### src/design/sumo_robot_tactic_fsm_unit_macros.svh
// Assertion macros shared by the sumo tactic design; they sample on clock and skip reset.
`ifndef SUMO_ROBOT_TACTIC_FSM_UNIT_MACROS_SVH
`define SUMO_ROBOT_TACTIC_FSM_UNIT_MACROS_SVH

// The consequent must hold in the same cycle as the antecedent.
`define SRTF_ASSERT_IMP(label, ante, cons) \
   label: assert property (@(posedge clock) disable iff (reset) (ante) |-> (cons)) \
      else $error("sumo tactic check failed");

// The consequent must hold in the cycle after the antecedent.
`define SRTF_ASSERT_NEXT(label, ante, cons) \
   label: assert property (@(posedge clock) disable iff (reset) (ante) |=> (cons)) \
      else $error("sumo tactic check failed");

`endif

### src/design/srtf_pkg.sv
// Types, codes and constants shared by the sumo tactic design.
`timescale 1ns / 1ps

package srtf_pkg;

   localparam int TIME_BITS = 32;

   typedef logic [TIME_BITS-1:0] time_type;

   localparam time_type OPEN_TARGET = time_type'((64'd1 << (TIME_BITS - 1)) - 64'd1);

   typedef enum logic [2:0] {
      MODE_HUNT   = 3'd0,
      MODE_ESC_R  = 3'd1,
      MODE_ESC_L  = 3'd2,
      MODE_FLAG_L = 3'd3,
      MODE_FLAG_R = 3'd4
   } mode_type;

   typedef enum logic [2:0] {
      KIND_NONE   = 3'd0,
      KIND_FWD    = 3'd1,
      KIND_BACK   = 3'd2,
      KIND_SPIN_L = 3'd3,
      KIND_SPIN_R = 3'd4,
      KIND_CUSTOM = 3'd5
   } drive_kind_type;

   typedef enum logic [2:0] {
      CSR_ESCAPE_TIME = 3'd0,
      CSR_ESCAPE_SPIN = 3'd1,
      CSR_FLAG_TIME   = 3'd2,
      CSR_FLAG_SPIN   = 3'd3,
      CSR_CHARGE_THR  = 3'd4
   } csr_index_type;

   localparam logic [3:0] ENEMY_NONE       = 4'd0;
   localparam logic [3:0] ENEMY_LEFT       = 4'd1;
   localparam logic [3:0] ENEMY_RIGHT      = 4'd2;
   localparam logic [3:0] ENEMY_FRONT      = 4'd3;
   localparam logic [3:0] ENEMY_FLAG_LEFT  = 4'd7;
   localparam logic [3:0] ENEMY_FLAG_RIGHT = 4'd8;

   localparam logic [1:0] LINE_OFF  = 2'd0;
   localparam logic [1:0] LINE_LEFT = 2'd1;

   localparam logic [15:0] RESET_ESCAPE_TIME = 16'd220;
   localparam logic [15:0] RESET_ESCAPE_SPIN = 16'd70;
   localparam logic [15:0] RESET_FLAG_TIME   = 16'd150;
   localparam logic [15:0] RESET_FLAG_SPIN   = 16'd50;
   localparam logic signed [15:0] RESET_CHARGE_THR = 16'sd1280;

   localparam logic [7:0] SPEED_ESCAPE   = 8'd180;
   localparam logic [7:0] SPEED_PUNCH    = 8'd255;
   localparam logic [7:0] SPEED_TURN     = 8'd220;
   localparam logic [7:0] SPEED_CHARGE   = 8'd255;
   localparam logic [7:0] SPEED_APPROACH = 8'd100;
   localparam logic [7:0] SEARCH_EVEN_A  = 8'd50;
   localparam logic [7:0] SEARCH_EVEN_B  = 8'd10;
   localparam logic [7:0] SEARCH_ODD_A   = 8'd8;
   localparam logic [7:0] SEARCH_ODD_B   = 8'd50;

   // The search sweep flips every period; the period index comes from a reciprocal multiply.
   localparam int SEARCH_PERIOD_MS = 300;
   localparam int DIV_SHIFT = 40;
   localparam logic [31:0] DIV_RECIP = 32'((64'd1 << DIV_SHIFT) / SEARCH_PERIOD_MS);
   localparam int QUOT_BITS = 64 - DIV_SHIFT;

   typedef struct packed {
      logic [31:0]        time_ms;
      logic signed [15:0] forward_accel;
      logic [3:0]         enemy_position;
      logic [1:0]         line_position;
   } req_payload_type;

   typedef struct packed {
      logic [2:0] drive_kind;
      logic [7:0] speed_a;
      logic [7:0] speed_b;
      logic [2:0] mode_now;
   } rsp_payload_type;

   typedef struct packed {
      logic [15:0]        escape_time_ms;
      logic [15:0]        escape_spin_ms;
      logic [15:0]        flag_attack_time_ms;
      logic [15:0]        flag_spin_ms;
      logic signed [15:0] charge_threshold;
   } cfg_type;

   typedef struct packed {
      logic     armed;
      mode_type mode;
      time_type mode_start_ms;
      logic     charge_latched;
   } state_type;

   typedef struct packed {
      drive_kind_type kind;
      logic [7:0]     speed_a;
      logic [7:0]     speed_b;
      mode_type       mode_now;
      logic           custom;
   } decision_type;

endpackage

### src/design/srtf_decide.sv
// Tactic decision for one tick: next state and the motor command without the search sweep.
`timescale 1ns / 1ps

module srtf_decide
   import srtf_pkg::*;
(
   input  state_type       cur_state,
   input  cfg_type         cfg,
   input  req_payload_type item,
   output state_type       nxt_state,
   output decision_type    dec
);

   time_type now;
   time_type elapsed;
   time_type target;
   time_type backup;
   mode_type timed_mode;
   logic     is_esc;
   logic     finished;
   logic     is_flag;
   logic     hunt;

   assign now = time_type'(item.time_ms);
   assign elapsed = now - cur_state.mode_start_ms;
   assign is_esc = (cur_state.mode == MODE_ESC_R) || (cur_state.mode == MODE_ESC_L);
   assign is_flag = (item.enemy_position == ENEMY_FLAG_LEFT) ||
                    (item.enemy_position == ENEMY_FLAG_RIGHT);

   // An unknown mode code is treated as hunting.
   assign timed_mode = (cur_state.mode == MODE_ESC_R) || (cur_state.mode == MODE_ESC_L) ||
                       (cur_state.mode == MODE_FLAG_L) || (cur_state.mode == MODE_FLAG_R)
                       ? cur_state.mode : MODE_HUNT;

   // A zero flag duration leaves the attack open until half the time range.
   always_comb begin
      if (is_esc) begin
         target = time_type'(cfg.escape_time_ms);
      end else if (cfg.flag_attack_time_ms == 16'd0) begin
         target = OPEN_TARGET;
      end else begin
         target = time_type'(cfg.flag_attack_time_ms);
      end
   end

   assign finished = elapsed >= target;
   assign backup = (cfg.escape_time_ms > cfg.escape_spin_ms)
                   ? time_type'(cfg.escape_time_ms - cfg.escape_spin_ms) : '0;

   always_comb begin
      nxt_state = cur_state;
      dec.kind = KIND_NONE;
      dec.speed_a = 8'd0;
      dec.speed_b = 8'd0;
      dec.custom = 1'b0;
      hunt = 1'b0;

      if (!cur_state.armed) begin
         nxt_state.armed = 1'b1;
         nxt_state.mode = MODE_HUNT;
      end else if (item.line_position != LINE_OFF) begin
         nxt_state.mode = (item.line_position == LINE_LEFT) ? MODE_ESC_R : MODE_ESC_L;
         nxt_state.mode_start_ms = now;
      end else begin
         nxt_state.mode = timed_mode;
         if (is_flag && timed_mode == MODE_HUNT) begin
            nxt_state.mode = (item.enemy_position == ENEMY_FLAG_LEFT)
                             ? MODE_FLAG_L : MODE_FLAG_R;
            nxt_state.mode_start_ms = now;
         end else if (timed_mode != MODE_HUNT && !finished) begin
            if ($signed(item.forward_accel) >= $signed(cfg.charge_threshold)) begin
               nxt_state.charge_latched = 1'b1;
            end
            if (is_esc) begin
               dec.speed_a = SPEED_ESCAPE;
               if (elapsed < backup) begin
                  dec.kind = KIND_BACK;
               end else begin
                  dec.kind = (timed_mode == MODE_ESC_R) ? KIND_SPIN_R : KIND_SPIN_L;
               end
            end else begin
               dec.speed_a = SPEED_PUNCH;
               if (elapsed < time_type'(cfg.flag_spin_ms)) begin
                  dec.kind = (timed_mode == MODE_FLAG_L) ? KIND_SPIN_L : KIND_SPIN_R;
               end else begin
                  dec.kind = KIND_FWD;
               end
            end
         end else begin
            nxt_state.mode = MODE_HUNT;
            hunt = 1'b1;
         end
      end

      if (hunt) begin
         case (item.enemy_position)
            ENEMY_NONE: begin
               dec.kind = KIND_CUSTOM;
               dec.custom = 1'b1;
            end
            ENEMY_LEFT: begin
               dec.kind = KIND_SPIN_L;
               dec.speed_a = SPEED_TURN;
            end
            ENEMY_RIGHT: begin
               dec.kind = KIND_SPIN_R;
               dec.speed_a = SPEED_TURN;
            end
            ENEMY_FRONT: begin
               dec.kind = KIND_FWD;
               dec.speed_a = cur_state.charge_latched ? SPEED_CHARGE : SPEED_APPROACH;
            end
            default: begin
               dec.kind = KIND_NONE;
            end
         endcase
      end

      dec.mode_now = nxt_state.mode;
   end

endmodule

### src/design/sumo_robot_tactic_fsm_unit.sv
// Top level of the sumo tactic selector: handshakes, registers, state and search sweep.
//
//   channel | direction | handshake          | payload
//   req     | in        | req_valid/req_stall | req_payload_type
//   rsp     | out       | rsp_valid/rsp_stall | rsp_payload_type
//   csr     | in        | csr_valid/csr_ready | csr_index, csr_data
//
// One tick enters every cycle while req_stall is low; its command passes the input, s2
// and output registers. s2 is there for the sweep period index: a 32 x 32 reciprocal
// multiply after the input register, a remainder correction before the output register.
// Reset clears the stage valids, the tactic state and loads the register defaults.
// rsp_stall holds the output register and backs up through the empty-or-moving stages
// to req_stall in the same cycle; csr_ready is always high.
`timescale 1ns / 1ps
`include "sumo_robot_tactic_fsm_unit_macros.svh"

module sumo_robot_tactic_fsm_unit
   import srtf_pkg::*;
(
   input  logic            clock,
   input  logic            reset,
   input  logic            req_valid,
   output logic            req_stall,
   input  req_payload_type req_data,
   output logic            rsp_valid,
   input  logic            rsp_stall,
   output rsp_payload_type rsp_data,
   input  logic            csr_valid,
   output logic            csr_ready,
   input  logic [2:0]      csr_index,
   input  logic [15:0]     csr_data
);

   cfg_type         cfg_ff, cfg_in;
   state_type       state_ff, state_in;
   state_type       nxt_state;
   decision_type    dec;

   logic            s1_valid_ff, s1_valid_in;
   req_payload_type s1_data_ff, s1_data_in;
   logic            s2_valid_ff, s2_valid_in;
   decision_type    s2_dec_ff, s2_dec_in;
   logic [QUOT_BITS-1:0] s2_quot_ff, s2_quot_in;
   logic [31:0]     s2_now_ff, s2_now_in;
   logic            rsp_valid_ff, rsp_valid_in;
   rsp_payload_type rsp_data_ff, rsp_data_in;

   logic            s3_free, s2_free, s1_free, s1_fire;
   time_type        s1_now;
   logic [31:0]     s1_now32;
   logic [63:0]     s1_prod;
   logic [31:0]     s2_rem;
   logic            sweep_odd;
   logic            rsp_none;
   logic            rsp_custom;

   assign csr_ready = 1'b1;

   always_comb begin
      cfg_in = cfg_ff;
      if (csr_valid && csr_ready) begin
         case (csr_index)
            CSR_ESCAPE_TIME: cfg_in.escape_time_ms = csr_data;
            CSR_ESCAPE_SPIN: cfg_in.escape_spin_ms = csr_data;
            CSR_FLAG_TIME:   cfg_in.flag_attack_time_ms = csr_data;
            CSR_FLAG_SPIN:   cfg_in.flag_spin_ms = csr_data;
            CSR_CHARGE_THR:  cfg_in.charge_threshold = $signed(csr_data);
            default:         cfg_in = cfg_ff;
         endcase
      end
   end

   assign s3_free = !rsp_valid_ff || !rsp_stall;
   assign s2_free = !s2_valid_ff || s3_free;
   assign s1_free = !s1_valid_ff || s2_free;
   assign s1_fire = s1_valid_ff && s2_free;
   assign req_stall = !s1_free;

   srtf_decide u_decide (
      .cur_state (state_ff),
      .cfg       (cfg_ff),
      .item      (s1_data_ff),
      .nxt_state (nxt_state),
      .dec       (dec)
   );

   // The estimate from the truncated reciprocal is the true quotient or one below it.
   assign s1_now = time_type'(s1_data_ff.time_ms);
   assign s1_now32 = 32'(s1_now);
   assign s1_prod = 64'(s1_now32) * 64'(DIV_RECIP);

   assign s2_rem = s2_now_ff - 32'(s2_quot_ff) * 32'(SEARCH_PERIOD_MS);
   assign sweep_odd = s2_quot_ff[0] ^ (s2_rem >= 32'(SEARCH_PERIOD_MS));

   always_comb begin
      s1_valid_in = s1_valid_ff;
      s1_data_in = s1_data_ff;
      if (s1_free) begin
         s1_valid_in = req_valid;
         s1_data_in = req_data;
      end

      state_in = s1_fire ? nxt_state : state_ff;

      s2_valid_in = s2_valid_ff;
      s2_dec_in = s2_dec_ff;
      s2_quot_in = s2_quot_ff;
      s2_now_in = s2_now_ff;
      if (s2_free) begin
         s2_valid_in = s1_valid_ff;
         s2_dec_in = dec;
         s2_quot_in = s1_prod[63:DIV_SHIFT];
         s2_now_in = s1_now32;
      end

      rsp_valid_in = rsp_valid_ff;
      rsp_data_in = rsp_data_ff;
      if (s3_free) begin
         rsp_valid_in = s2_valid_ff;
         rsp_data_in.drive_kind = s2_dec_ff.kind;
         rsp_data_in.mode_now = s2_dec_ff.mode_now;
         rsp_data_in.speed_a = s2_dec_ff.speed_a;
         rsp_data_in.speed_b = s2_dec_ff.speed_b;
         if (s2_dec_ff.custom) begin
            rsp_data_in.speed_a = sweep_odd ? SEARCH_ODD_A : SEARCH_EVEN_A;
            rsp_data_in.speed_b = sweep_odd ? SEARCH_ODD_B : SEARCH_EVEN_B;
         end
      end
   end

   always_ff @(posedge clock) begin
      if (reset) begin
         cfg_ff.escape_time_ms <= RESET_ESCAPE_TIME;
         cfg_ff.escape_spin_ms <= RESET_ESCAPE_SPIN;
         cfg_ff.flag_attack_time_ms <= RESET_FLAG_TIME;
         cfg_ff.flag_spin_ms <= RESET_FLAG_SPIN;
         cfg_ff.charge_threshold <= RESET_CHARGE_THR;
         state_ff.armed <= 1'b0;
         state_ff.mode <= MODE_HUNT;
         state_ff.mode_start_ms <= '0;
         state_ff.charge_latched <= 1'b0;
         s1_valid_ff <= 1'b0;
         s2_valid_ff <= 1'b0;
         rsp_valid_ff <= 1'b0;
      end else begin
         cfg_ff <= cfg_in;
         state_ff <= state_in;
         s1_valid_ff <= s1_valid_in;
         s2_valid_ff <= s2_valid_in;
         rsp_valid_ff <= rsp_valid_in;
      end
   end

   always_ff @(posedge clock) begin
      s1_data_ff <= s1_data_in;
      s2_dec_ff <= s2_dec_in;
      s2_quot_ff <= s2_quot_in;
      s2_now_ff <= s2_now_in;
      rsp_data_ff <= rsp_data_in;
   end

   assign rsp_valid = rsp_valid_ff;
   assign rsp_data = rsp_data_ff;

   assign rsp_none = rsp_valid && (rsp_data.drive_kind == KIND_NONE);
   assign rsp_custom = rsp_valid && (rsp_data.drive_kind == KIND_CUSTOM);

   `SRTF_ASSERT_IMP(a_none_is_still, rsp_none, {rsp_data.speed_a, rsp_data.speed_b} == 16'd0)
   `SRTF_ASSERT_IMP(a_speed_b_custom_only, rsp_valid && !rsp_custom, rsp_data.speed_b == 8'd0)
   `SRTF_ASSERT_IMP(a_custom_while_hunting, rsp_custom, rsp_data.mode_now == MODE_HUNT)
   `SRTF_ASSERT_NEXT(a_armed_sticks, state_ff.armed, state_ff.armed)
   `SRTF_ASSERT_NEXT(a_charge_sticks, state_ff.charge_latched, state_ff.charge_latched)

endmodule

### config.mk
export PLATFORM = sky130hd
export DESIGN_NAME = sumo_robot_tactic_fsm_unit
export DESIGN_NICKNAME = d
export VERILOG_FILES = /design/src/design/srtf_pkg.sv /design/src/design/srtf_decide.sv /design/src/design/sumo_robot_tactic_fsm_unit.sv
export VERILOG_INCLUDE_DIRS = /design/src /design/src/design
export SDC_FILE = /design/constraint.sdc
export NUM_CORES = 2
export LEC_CHECK = 0
export BUFFER_PORTS_ARGS = -buffer_cell sky130_fd_sc_hd__buf_2
export CAP_MARGIN = 20
export CORE_AREA = 10 10 257 235
export DETAILED_ROUTE_END_ITERATION = 12
export DIE_AREA = 0 0 267 245
export PLACE_DENSITY_LB_ADDON = 0.3
export SYNTH_ARGS = -nofsm -noshare
export SYNTH_HDL_FRONTEND = slang
export SYNTH_SLANG_ARGS = --single-unit
### constraint.sdc
create_clock -name clock -period 8.71 [get_ports clock]
set_clock_uncertainty 0.15 [all_clocks]
set_input_delay 1.742 -clock clock [delete_from_list [all_inputs] [get_ports clock]]
set_output_delay 1.742 -clock clock [all_outputs]
set_load 0.03 [all_outputs]
==> results.yml <==
outcome:
  status: "finished, final reports clean"
run:
  cap_violations: 0
drt:
  drt-total-wl_um: 95800
  routedWlPerCell_um: 20.8
  firstDrtPassIters: 6
  ant_nets: 0
  drc: 0
  vias: 27305
  viasPerCell: 5.94
  drt-initial-drc-count: 2447
place:
  place_inst: 4535
  post-place-ws_ns: 0.443
  dp_hpwl_um: 80400
  place.gp.congestion: 1.01
  portBuffers: 97
final_layout:
  nets: 5016
  final_cells: 4596
  drive_gt1_share_pct: 6.26
  areaGrowthSynthToFinish_pct: 7.19
sta:
  setup_slack_ns: 0.455
  setup_tns_ns: 0
  slew_violations: 0
  finalCritPeriodShare_pct: 94.8
  slew_headroom_pct: 31.3
  grt_setup_unrepaired: "no"
  period_needed_ns: 8.25
  final_hold_viol_count: 0
  finalSetupViolCount: 0
  worst_pin_slew_ns: 1.03
  fmax_mhz: 121
synthesis:
  post_synth.cell_area_avg_um2: 9.61
  ys_ff_latch: 258
  synth_common_cells: "inv_1 (802), ha_1 (622), fa_1 (460)"
  yosys_most_used_dff: "edfxtp_1"
  ys_seq_area_share_pct: 18.2
  yosysWarnings: 0
  synth.distinct_cells: 89
  synth_top_cells_by_area: "fa_1 (26%), ha_1 (22%), edfxtp_1 (12%), inv_1 (8.4%), dfxtp_1 (6.7%)"
  synth_area_um2: 35900
  yosys.area.top_type_share_pct: 25.7
  netlist_instances: 3735
  synth_top_area_cell: "fa_1"
  post-synth-top-count-cell: "inv_1"
  async_flop_share_pct: 0
  synth_edf_count: 138
grt:
  grt_usage_pct: 29.5
  grt_pass1_vias: 27446
  grt-ovfl-total: 0
  grt_max_degree: 97
  antenna_found_initial: 5
  grt_pass1_wl_um: 151000
clock_tree:
  h-tree-depth: 1
  cts_tree: "yes"
  cts_root_buf: "clkbuf_16"
  hold_buffers: 0
  numCtsBuffers: 31
  clk_latency_ns: 0.61
  clock-sinks: 258
  clk_pin_slew_worst_paths_ns: 0.07
  clock_tree.buffer_depth: 3
critical_path:
  worstReg2RegEnd: "s2_quot_ff[23]$_DFFE_PP_"
  path_class: "reg -> reg"
  worst-path-max-fanout: 9
  r2r-start: "s1_now[8]$_DFFE_PN_"
  r2r_cells: 26
  cp_data_arrival_time_ns: 8.42
  cp.required_ns: 8.88
  crit_path_end_kind: "flop"
  critPathLaunchType: "flop"
  ff2ff_setup_slack_ns: 0.46
min_path:
  hold_path_depth: 0
  min_from: "s2_dec_ff[21]$_DFFE_PP_"
  holdPathEnd: "rsp_data[20]$_DFFE_PP_"
  hold_path.class: "reg -> reg"
floorplanning:
  die_h_um: 245
  start_util_pct: 65.3
  rows: 82
  io_pins: 103
  die_x_um: 267
  core_um2: 55000
  dieArea_um2: 65400
-- cells in the final DEF, fill, tap and decap left out, drive strengths merged, types with 7 or more instances in the layout --
master | synthesis | layout
a2111oi | 15 | 15
a211o | 16 | 16
a211oi | 27 | 27
a21boi | 7 | 7
a21o | 80 | 80
a21oi | 236 | 236
a31oi | 18 | 18
a41oi | 8 | 8
and2 | 16 | 16
and3 | 25 | 25
and4 | 14 | 14
buf | 18 | 157
clkbuf | 54 | 43
dfxtp | 120 | 120
edfxtp | 138 | 138
fa | 460 | 460
ha | 622 | 622
inv | 802 | 810
mux2i | 22 | 22
nand2 | 255 | 255
nand2b | 28 | 28
nand3 | 34 | 34
nand3b | 24 | 24
nand4 | 35 | 35
nor2 | 179 | 179
nor2b | 35 | 35
nor3 | 29 | 29
nor4 | 12 | 12
o2111ai | 10 | 10
o211ai | 20 | 20
o21a | 30 | 30
o21ai | 98 | 98
o21bai | 16 | 16
o31ai | 10 | 10
or2 | 13 | 13
or3 | 12 | 12
xnor2 | 59 | 59
xor2 | 44 | 44
-- worst max path at each step --
stage,start,to,cells past startpoint
detailed placement,s1_now[11]$_DFFE_PN_,s2_quot_ff[23]$_DFFE_PP_,26
finish,s1_now[8]$_DFFE_PN_,s2_quot_ff[23]$_DFFE_PP_,26
floorplan,s1_now[10]$_DFFE_PN_,s2_quot_ff[23]$_DFFE_PP_,23
global placement,s1_now[11]$_DFFE_PN_,s2_quot_ff[23]$_DFFE_PP_,26
CTS,s1_now[11]$_DFFE_PN_,s2_quot_ff[23]$_DFFE_PP_,26
global route,s1_now[21]$_DFFE_PN_,s2_quot_ff[23]$_DFFE_PP_,26
-- sequential cells by signal (all words and copies together) (netlist names) --
register     flops
s2_now_ff       30
s2_quot_ff      24
state_ff        37
cfg_ff          80
rsp_data        17
s2_valid_ff      1
s1_data_ff      22
rsp_valid        1
s1_now          32
s1_valid_ff      1
s2_dec_ff       13
-- cell families after synthesis --
group / share of synthesized area (%)
xor gates and xnor gates: 2.51
AOI/OAI and AO/OA: 12.2
and+or+nand+nor: 9.83
other: 0.0209
muxes: 0.655
adders and majority gates: 47.3
DFF: 18.2
buffers and inverters: 9.24
-- timing repair --
action	in CTS	in global routing
buffers inserted	0	2
resized for setup	0	1
endpoints found under the setup margin	0	1
-- per-stage QoR --
step	utilization, %	area (um2)	hold slack [ns]
CTS	69.9	38400	0.271
finish	69.9	38500	0.269
global route	69.9	38500	0.275
global placement	68.0	37400	0.251
detailed placement	68.0	37400	0.255
floorplan	-	35900	0.250
-- area by class of cell --
| class | count | area (um2) |
|---|---|---|
| well taps | 714 | 893 |
| inverters | 802 | 3010 |
| repair buffers | 157 | 938 |
| clock inverters | 15 | 160 |
| diodes | 1 | 2.50 |
| multi-input cells | 2606 | 26000 |
| flip-flops and latches | 258 | 6550 |
| fillers | 4153 | 16500 |
| clock buffers | 43 | 871 |
-- routing by layer --
layer / track usage (%) / share of wire [%]
met2: 45.4 / 44
met1: 41.7 / 43
met4: 5.68 / 2.0
met3: 7.64 / 11
met5: 0 / 0.066
-- worst max-delay path: stages, from the launching register on --
cell and delay [ns]:
edfxtp_1 0.55, buf_4 0.28, ha_1 0.27, fa_1 0.56
inv_1 0.05, fa_1 0.49, fa_1 0.51, inv_1 0.05
ha_1 0.26, inv_1 0.05, fa_1 0.51, fa_1 0.51
inv_1 0.06, fa_1 0.50, ha_1 0.39, a21oi_2 0.27
o21ai_0 0.18, a2111oi_1 0.45, buf_4 0.24, a2111oi_0 0.14
nor4b_1 0.33, buf_4 0.20, o31ai_2 0.07, a41o_1 0.29
o41a_1 0.37, a21oi_2 0.16, xnor2_1 0.07
Power is not shown: default switching activity piles up to over one toggle a cycle in this logic, so the estimate is an artifact.
